<file path="src/rtl/core/rtms_pkg.sv">
// ----------------------------------------------------------------------------
// rtms_pkg
// Shared constants and controller/datapath interface types for the trimmed
// mean and standard deviation unit.
// ----------------------------------------------------------------------------
package rtms_pkg;

    localparam int unsigned MAX_SAMPLES = 65536;
    localparam int unsigned SAMPLE_W    = 24;
    localparam int unsigned ADDR_W      = 16;
    localparam int unsigned CNT_W       = 17;
    localparam int unsigned SUM_W       = 41;
    localparam int unsigned SS_W        = 64;
    localparam int unsigned ITER_W      = 6;

    typedef enum logic [1:0] {
        SCAN_SEL = 2'd0,
        SCAN_SUM = 2'd1,
        SCAN_SQ  = 2'd2
    } t_scan_mode;

    typedef struct packed {
        logic              load;
        logic              k_init;
        logic              scan_go;
        t_scan_mode        scan_mode;
        logic              sel_upd;
        logic              bounds;
        logic              div_init;
        logic              div_sel_ss;
        logic              div_step;
        logic              mean_take;
        logic              sqrt_init;
        logic              sqrt_step;
        logic              set_clear;
        logic [ITER_W-1:0] iter;
    } t_cmd;

    typedef struct packed {
        logic n_zero;
        logic scan_busy;
        logic kept_zero;
        logic kept_lt2;
    } t_sts;

endpackage

</file>
<file path="src/rtl/core/rtms_ctrl.sv">
// ----------------------------------------------------------------------------
// rtms_ctrl
// Sequencer: load phase, order statistic passes, filter pass, mean division,
// squared deviation pass, variance division, square root and result strobe.
// ----------------------------------------------------------------------------
module rtms_ctrl (
    input  logic           i_clk,
    input  logic           i_rst_n,
    input  logic           start,
    input  logic           i_last,
    input  rtms_pkg::t_sts i_sts,
    output rtms_pkg::t_cmd o_cmd,
    output logic           busy,
    output logic           o_valid
);

    typedef enum logic [17:0] {
        S_IDLE   = 18'h00001,
        S_KINIT  = 18'h00002,
        S_SGO    = 18'h00004,
        S_SWAIT  = 18'h00008,
        S_SUPD   = 18'h00010,
        S_BOUNDS = 18'h00020,
        S_AGO    = 18'h00040,
        S_AWAIT  = 18'h00080,
        S_MINIT  = 18'h00100,
        S_MDIV   = 18'h00200,
        S_MTAKE  = 18'h00400,
        S_QGO    = 18'h00800,
        S_QWAIT  = 18'h01000,
        S_VINIT  = 18'h02000,
        S_VDIV   = 18'h04000,
        S_RINIT  = 18'h08000,
        S_ROOT   = 18'h10000,
        S_OUT    = 18'h20000
    } t_state;

    t_state                      r_state, n_state;
    logic [rtms_pkg::ITER_W-1:0] r_iter, n_iter;

    always_comb begin
        n_state = r_state;
        n_iter  = r_iter;
        o_cmd   = '0;
        o_cmd.iter      = r_iter;
        o_cmd.scan_mode = rtms_pkg::SCAN_SEL;
        unique case (r_state)
            S_IDLE: begin
                o_cmd.load = start;
                if (start && i_last) begin
                    n_state = S_KINIT;
                end
            end
            S_KINIT: begin
                o_cmd.k_init = 1'b1;
                n_iter = rtms_pkg::ITER_W'(rtms_pkg::SAMPLE_W - 1);
                n_state = i_sts.n_zero ? S_OUT : S_SGO;
            end
            S_SGO: begin
                o_cmd.scan_go = 1'b1;
                n_state = S_SWAIT;
            end
            S_SWAIT: begin
                if (!i_sts.scan_busy) begin
                    n_state = S_SUPD;
                end
            end
            S_SUPD: begin
                o_cmd.sel_upd = 1'b1;
                if (r_iter == '0) begin
                    n_state = S_BOUNDS;
                end else begin
                    n_iter  = r_iter - 1'b1;
                    n_state = S_SGO;
                end
            end
            S_BOUNDS: begin
                o_cmd.bounds = 1'b1;
                n_state = S_AGO;
            end
            S_AGO: begin
                o_cmd.scan_go   = 1'b1;
                o_cmd.scan_mode = rtms_pkg::SCAN_SUM;
                n_state = S_AWAIT;
            end
            S_AWAIT: begin
                if (!i_sts.scan_busy) begin
                    n_state = i_sts.kept_zero ? S_OUT : S_MINIT;
                end
            end
            S_MINIT: begin
                o_cmd.div_init = 1'b1;
                n_iter  = '1;
                n_state = S_MDIV;
            end
            S_MDIV: begin
                o_cmd.div_step = 1'b1;
                n_iter = r_iter - 1'b1;
                if (r_iter == '0) begin
                    n_state = S_MTAKE;
                end
            end
            S_MTAKE: begin
                o_cmd.mean_take = 1'b1;
                n_state = i_sts.kept_lt2 ? S_OUT : S_QGO;
            end
            S_QGO: begin
                o_cmd.scan_go   = 1'b1;
                o_cmd.scan_mode = rtms_pkg::SCAN_SQ;
                n_state = S_QWAIT;
            end
            S_QWAIT: begin
                if (!i_sts.scan_busy) begin
                    n_state = S_VINIT;
                end
            end
            S_VINIT: begin
                o_cmd.div_init   = 1'b1;
                o_cmd.div_sel_ss = 1'b1;
                n_iter  = '1;
                n_state = S_VDIV;
            end
            S_VDIV: begin
                o_cmd.div_step = 1'b1;
                n_iter = r_iter - 1'b1;
                if (r_iter == '0) begin
                    n_state = S_RINIT;
                end
            end
            S_RINIT: begin
                o_cmd.sqrt_init = 1'b1;
                n_iter  = rtms_pkg::ITER_W'(31);
                n_state = S_ROOT;
            end
            S_ROOT: begin
                o_cmd.sqrt_step = 1'b1;
                n_iter = r_iter - 1'b1;
                if (r_iter == '0) begin
                    n_state = S_OUT;
                end
            end
            S_OUT: begin
                o_cmd.set_clear = 1'b1;
                n_state = S_IDLE;
            end
            default: begin
                n_state = S_IDLE;
            end
        endcase
    end

    always_ff @(posedge i_clk) begin
        if (!i_rst_n) begin
            r_state <= S_IDLE;
            r_iter  <= '0;
        end else begin
            r_state <= n_state;
            r_iter  <= n_iter;
        end
    end

    assign busy    = (r_state != S_IDLE);
    assign o_valid = (r_state == S_OUT);

    assert property (@(posedge i_clk) disable iff (!i_rst_n)
        (r_state == S_OUT) |=> (r_state == S_IDLE))
        else $error("result strobe lasted more than one cycle");

endmodule

</file>
<file path="config.mk">
export PLATFORM = sky130hd
export DESIGN_NAME = rtms_ctrl
export DESIGN_NICKNAME = d
export VERILOG_FILES = /design/src/rtl/core/rtms_pkg.sv /design/src/rtl/core/rtms_ctrl.sv
export SDC_FILE = /design/constraint.sdc
export NUM_CORES = 1
export LEC_CHECK = 0
export BUFFER_PORTS_ARGS = -buffer_cell sky130_fd_sc_hd__buf_2
export CORE_MARGIN = 2
export CORE_UTILIZATION = 58
export DETAILED_ROUTE_END_ITERATION = 7
export PLACE_DENSITY = 0.85
export SLEW_MARGIN = 10
export SYNTH_ARGS = -nofsm -noshare
export SYNTH_HDL_FRONTEND = slang
export SYNTH_SLANG_ARGS = --single-unit
</file>
<file path="constraint.sdc">
create_clock -name i_clk -period 4 [get_ports i_clk]
set_input_delay 0.6 -clock i_clk [delete_from_list [all_inputs] [get_ports i_clk]]
set_output_delay 0.6 -clock i_clk [all_outputs]
set_load 0.005 [all_outputs]
</file>
# Yosys cells after proc, flatten, opt, wreduce, memory -nomap -nowiden
# Index checks and enable logic that the tools add are counted.
[classes]
n_addsub = 1
multipliers = 0
n_div = 0
order_cmp = 0
eq_ne = 27
shifts = 0
mux = 27
bitwise_logic = 0
n_reduce_logical = 9
[ops]
columns = ["operator", "count"]
rows = [
  ["18-bit one-hot mux with 17 select lines", 1],
  ["18-bit two-way mux", 10],
  ["6-bit one-hot mux with 5 select lines", 1],
  ["18-bit by 1-bit == test with 1-bit output (second input constant)", 1],
  ["18-bit by 10-bit == test with 1-bit output (second input constant)", 1],
  ["18-bit by 11-bit == test with 1-bit output (second input constant)", 1],
  ["18-bit by 12-bit == test with 1-bit output (second input constant)", 1],
  ["18-bit by 13-bit == test with 1-bit output (second input constant)", 1],
  ["18-bit by 14-bit == test with 1-bit output (second input constant)", 1],
  ["18-bit by 15-bit == test with 1-bit output (second input constant)", 1],
  ["18-bit by 16-bit == test with 1-bit output (second input constant)", 1],
  ["18-bit by 17-bit == test with 1-bit output (second input constant)", 1],
  ["18-bit == test (second input constant)", 1],
  ["18-bit by 2-bit == test with 1-bit output (second input constant)", 1],
  ["18-bit by 3-bit == test with 1-bit output (second input constant)", 1],
  ["18-bit by 4-bit == test with 1-bit output (second input constant)", 1],
  ["18-bit by 5-bit == test with 1-bit output (second input constant)", 1],
  ["18-bit by 6-bit == test with 1-bit output (second input constant)", 1],
  ["18-bit by 7-bit == test with 1-bit output (second input constant)", 1],
  ["18-bit by 8-bit == test with 1-bit output (second input constant)", 1],
  ["18-bit by 9-bit == test with 1-bit output (second input constant)", 1],
  ["18-bit by 1-bit inequality test with 1-bit output (second input constant)", 1],
  ["2-bit inequality test (second input constant)", 8],
  ["1-bit two-way mux", 12],
  ["10 further kinds", 13],
]
[word_totals]
regBits = 24
latch_bits = 0
ramBits = 0
rom_bits = 0
input_bits = 8
out_inout_bits = 22
word_cells = 66
memories = 0

# Logic depth before layout (Yosys ltp)
[logic_depth]
word_depth = 4
mapped_depth = 9
mapped_depth_nobuf = 7

# Worst setup path after synthesis
# OpenSTA, ideal clock, no wires.
[synth_timing]
kind = "flip-flop to output port"
start = "reg r_state[4]"
end = "out o_cmd[12] in the netlist's numbering"
arrival_ns = 1.464
t_required_ns = 3.400
path_slack_ns = 1.936
path_stages_with_launch = 5
n_path_buf = 0
cell_sequence = "dfxtp_1 nor4_4 nand4_1 or3b_2 nand2_1"
[synth_lines]
columns = ["item", "line", "text"]
rows = [
  ["start: declaration", "rtms_ctrl.sv:38", "t_state r_state, n_state;"],
  ["start signal: assignment", "rtms_ctrl.sv:157", "r_state <= n_state;"],
  ["end: declaration", "rtms_ctrl.sv:12", "output rtms_pkg::t_cmd o_cmd,"],
]

==> flow_summary.ini <==
[floorplan]
start_util_pct = 60.9
die_height_um = 55.0
rows = 18
dieArea_mm2 = 0.00303
ios = 30
die_w_um = 55.0
core-area_mm2 = 0.00248

[routing]
wl_per_cell_um = 18.0
drt_pass1_iterations = 4
drc = 0
first_iter_violations = 59
ant_nets = 0
wirelength_mm = 3.98
via_per_inst = 6.71
vias = 1484

[synth]
synth_seq_cells = 24
ys_types = 56
syn_avg_cell_area_um2 = 9.15
synth_area_mm2 = 0.00151
synth_seq_area_share_pct = 31.8
syn_nets = 175
yosysWarnings = 0
syn_inst = 165
synth_flop_cell = dfxtp_1
synth-async-reset-ratio_pct = 0
synth_edf_count = 0

[power]
ir_worst_vdd_mv = 0.235
total_power_mw = 0.497
power_density_mw_per_mm2 = 297
p_leak_nw = 0.709

[timing]
hold_viol_final = 0
fmax_ghz = 0.361
min_period_ns = 2.77
rsz0062_at_grt = false
setup_ws_ns = 1.23
fin_crit_sh_pct = 69.3
slew_headroom_pct = 62.4
worst_pin_slew_ns = 0.556
fin_setup_tns_ns = 0
setup-violations-final = 0
slew_viol_final = 0
fin_worst_skew_ns = 0.00325

[grt]
grt_pass1_wl_mm = 6.23
track_usage_pct = 28.7
grt_pass1_vias = 1330
overflow = 0
grt_antenna_before_repair = 0
grt_max_degree = 13

[clock_tree]
clk_pin_slew_worst_paths_ns = 0.13
clock-sinks = 24
clk_latency_ns = 0.31
cts_resized = 0
holdBufCountCts = 0
cts_max_path_buffers = 2
cts_made_buffers = 3
cts_tree = built
cts_root_buf = clkbuf_4
post_cts.repair.setup_buffers = 0
htreeDepth = 1

[flow_run]
max_cap_viol_count = 0

[critical_path]
crit_fanout = 6
rr_endpoint = r_state[4]
worst_setup_path_end_kind = primary output
reg2regPathDepth = 6
cp.arrival_ns = 2.17
reg2reg_setup_slack_ns = 1.64
start_kind = register
cp-startpoint = r_state[4]
critPathKind = register to primary output
cp.required_ns = 3.40
crit_end = o_cmd[12]
r2r-start = r_state[4]

[worst_hold_path]
hold_path.class = primary input to register

[status]
outcome = finished clean

[cells_and_area]
most-common-layout-cells = buf_2, dfxtp_1, nor3_1
area_growth_pct = 10.7
finalNonFillerCells = 221
num_antenna_cells = 0
nNetsFinal = 203
final_common_cell = buf_2
drive_gt1_share_pct = 27.7

[place]
dp.cells = 218
post-place-ws_ns = 1.64
io_buffers = 29
gp_congestion = 0.981
hpwl_mm = 3.04
-- power breakdown --
| group | switching [mW] | internal, mW |
|---|---|---|
| Combinational | 0.0823 | 0.0489 |
| Sequential | 0.0128 | 0.247 |
| Clock | 0.0703 | 0.0352 |
-- cell families after synthesis --
group | share of synthesized area [%]
fa+ha+maj | 1.66
flops | 31.8
compound gates | 19.1
xor+xnor | 1.16
simple gates | 40.8
buf+inv | 5.47
-- registers in the layout, indices dropped and copies added (netlist names) --
name and count:
r_state 18, r_iter 6
-- per-layer routing --
layer  wire length (µm)  share of wire (%)  up-vias  GRT usage [%]
met5                  0                  0        -              0
met4                 57                1.4        0           10.2
met3                305                7.7        8           4.30
met2               1880                 47       79           47.4
met1               1740                 44      707           37.9
li1                   -                  -      690              -
-- worst max-delay path, cell delays in order (launching register included) --
cell and delay (ns):
dfxtp_1 0.41, nor4_4 0.45, nand3_1 0.22, nor3_1 0.26, nand4b_1 0.29, nand2_1 0.12, buf_2 0.11
-- layout make-up --
cell class              instances  area, µm²
clock buffers                   3       22.5
fillers                       215        807
inverters                       9       38.8
multi-input cells             126        946
flip-flops and latches         24        480
well taps                      30       37.5
repair buffers                 29        145
-- synth_stat cells, types with 2 or more instances --
master | count | area, µm²
nand4b_1 | 2 | 17.5
nor3_1 | 14 | 70.1
dfxtp_1 | 24 | 480
or2b_1 | 2 | 15.0
o311a_2 | 2 | 22.5
o21a_1 | 5 | 37.5
inv_1 | 8 | 30.0
nor4_4 | 4 | 85.1
nand3_1 | 4 | 20.0
and2_1 | 3 | 18.8
nor3b_1 | 4 | 30.0
nand2_1 | 6 | 22.5
o31ai_1 | 3 | 22.5
a21oi_1 | 6 | 30.0
and4_4 | 2 | 22.5
o21ai_0 | 6 | 30.0
and4b_1 | 4 | 40.0
a211oi_1 | 2 | 15.0
a31oi_1 | 4 | 25.0
nor4b_1 | 2 | 17.5
nor2_1 | 9 | 33.8
nand4_1 | 3 | 18.8
ha_1 | 2 | 25.0
nor4_1 | 5 | 31.3
buf_4 | 2 | 15.0
o31a_1 | 2 | 17.5
or3_1 | 4 | 25.0
o2111ai_1 | 2 | 17.5
a22oi_1 | 2 | 15.0
-- worst min-delay path by stage --
stage          slack [ns]  depth (start not counted)      start          end
3_3_place_gp         0.50                          2  r_iter[0]    r_iter[0]
6_report             0.46                          2   i_sts[0]  r_state[11]
4_1_cts              0.45                          2   i_sts[0]  r_state[11]
5_1_grt              0.46                          2   i_sts[0]  r_state[11]
2_1_floorplan        0.49                          2  r_iter[0]    r_iter[0]
3_5_place_dp         0.51                          2  r_iter[0]    r_iter[0]
-- stage by stage --
step | utilization [%] | hold slack [ns] | instance area, µm²
finish | 67.4 | 0.462 | 1670
global route | 67.4 | 0.462 | 1670
CTS | 67.4 | 0.455 | 1670
detailed placement | 66.5 | 0.512 | 1650
global placement | 66.5 | 0.497 | 1650
floorplan | - | 0.495 | 1510
Note: power is estimated with default switching activity, not from simulation.
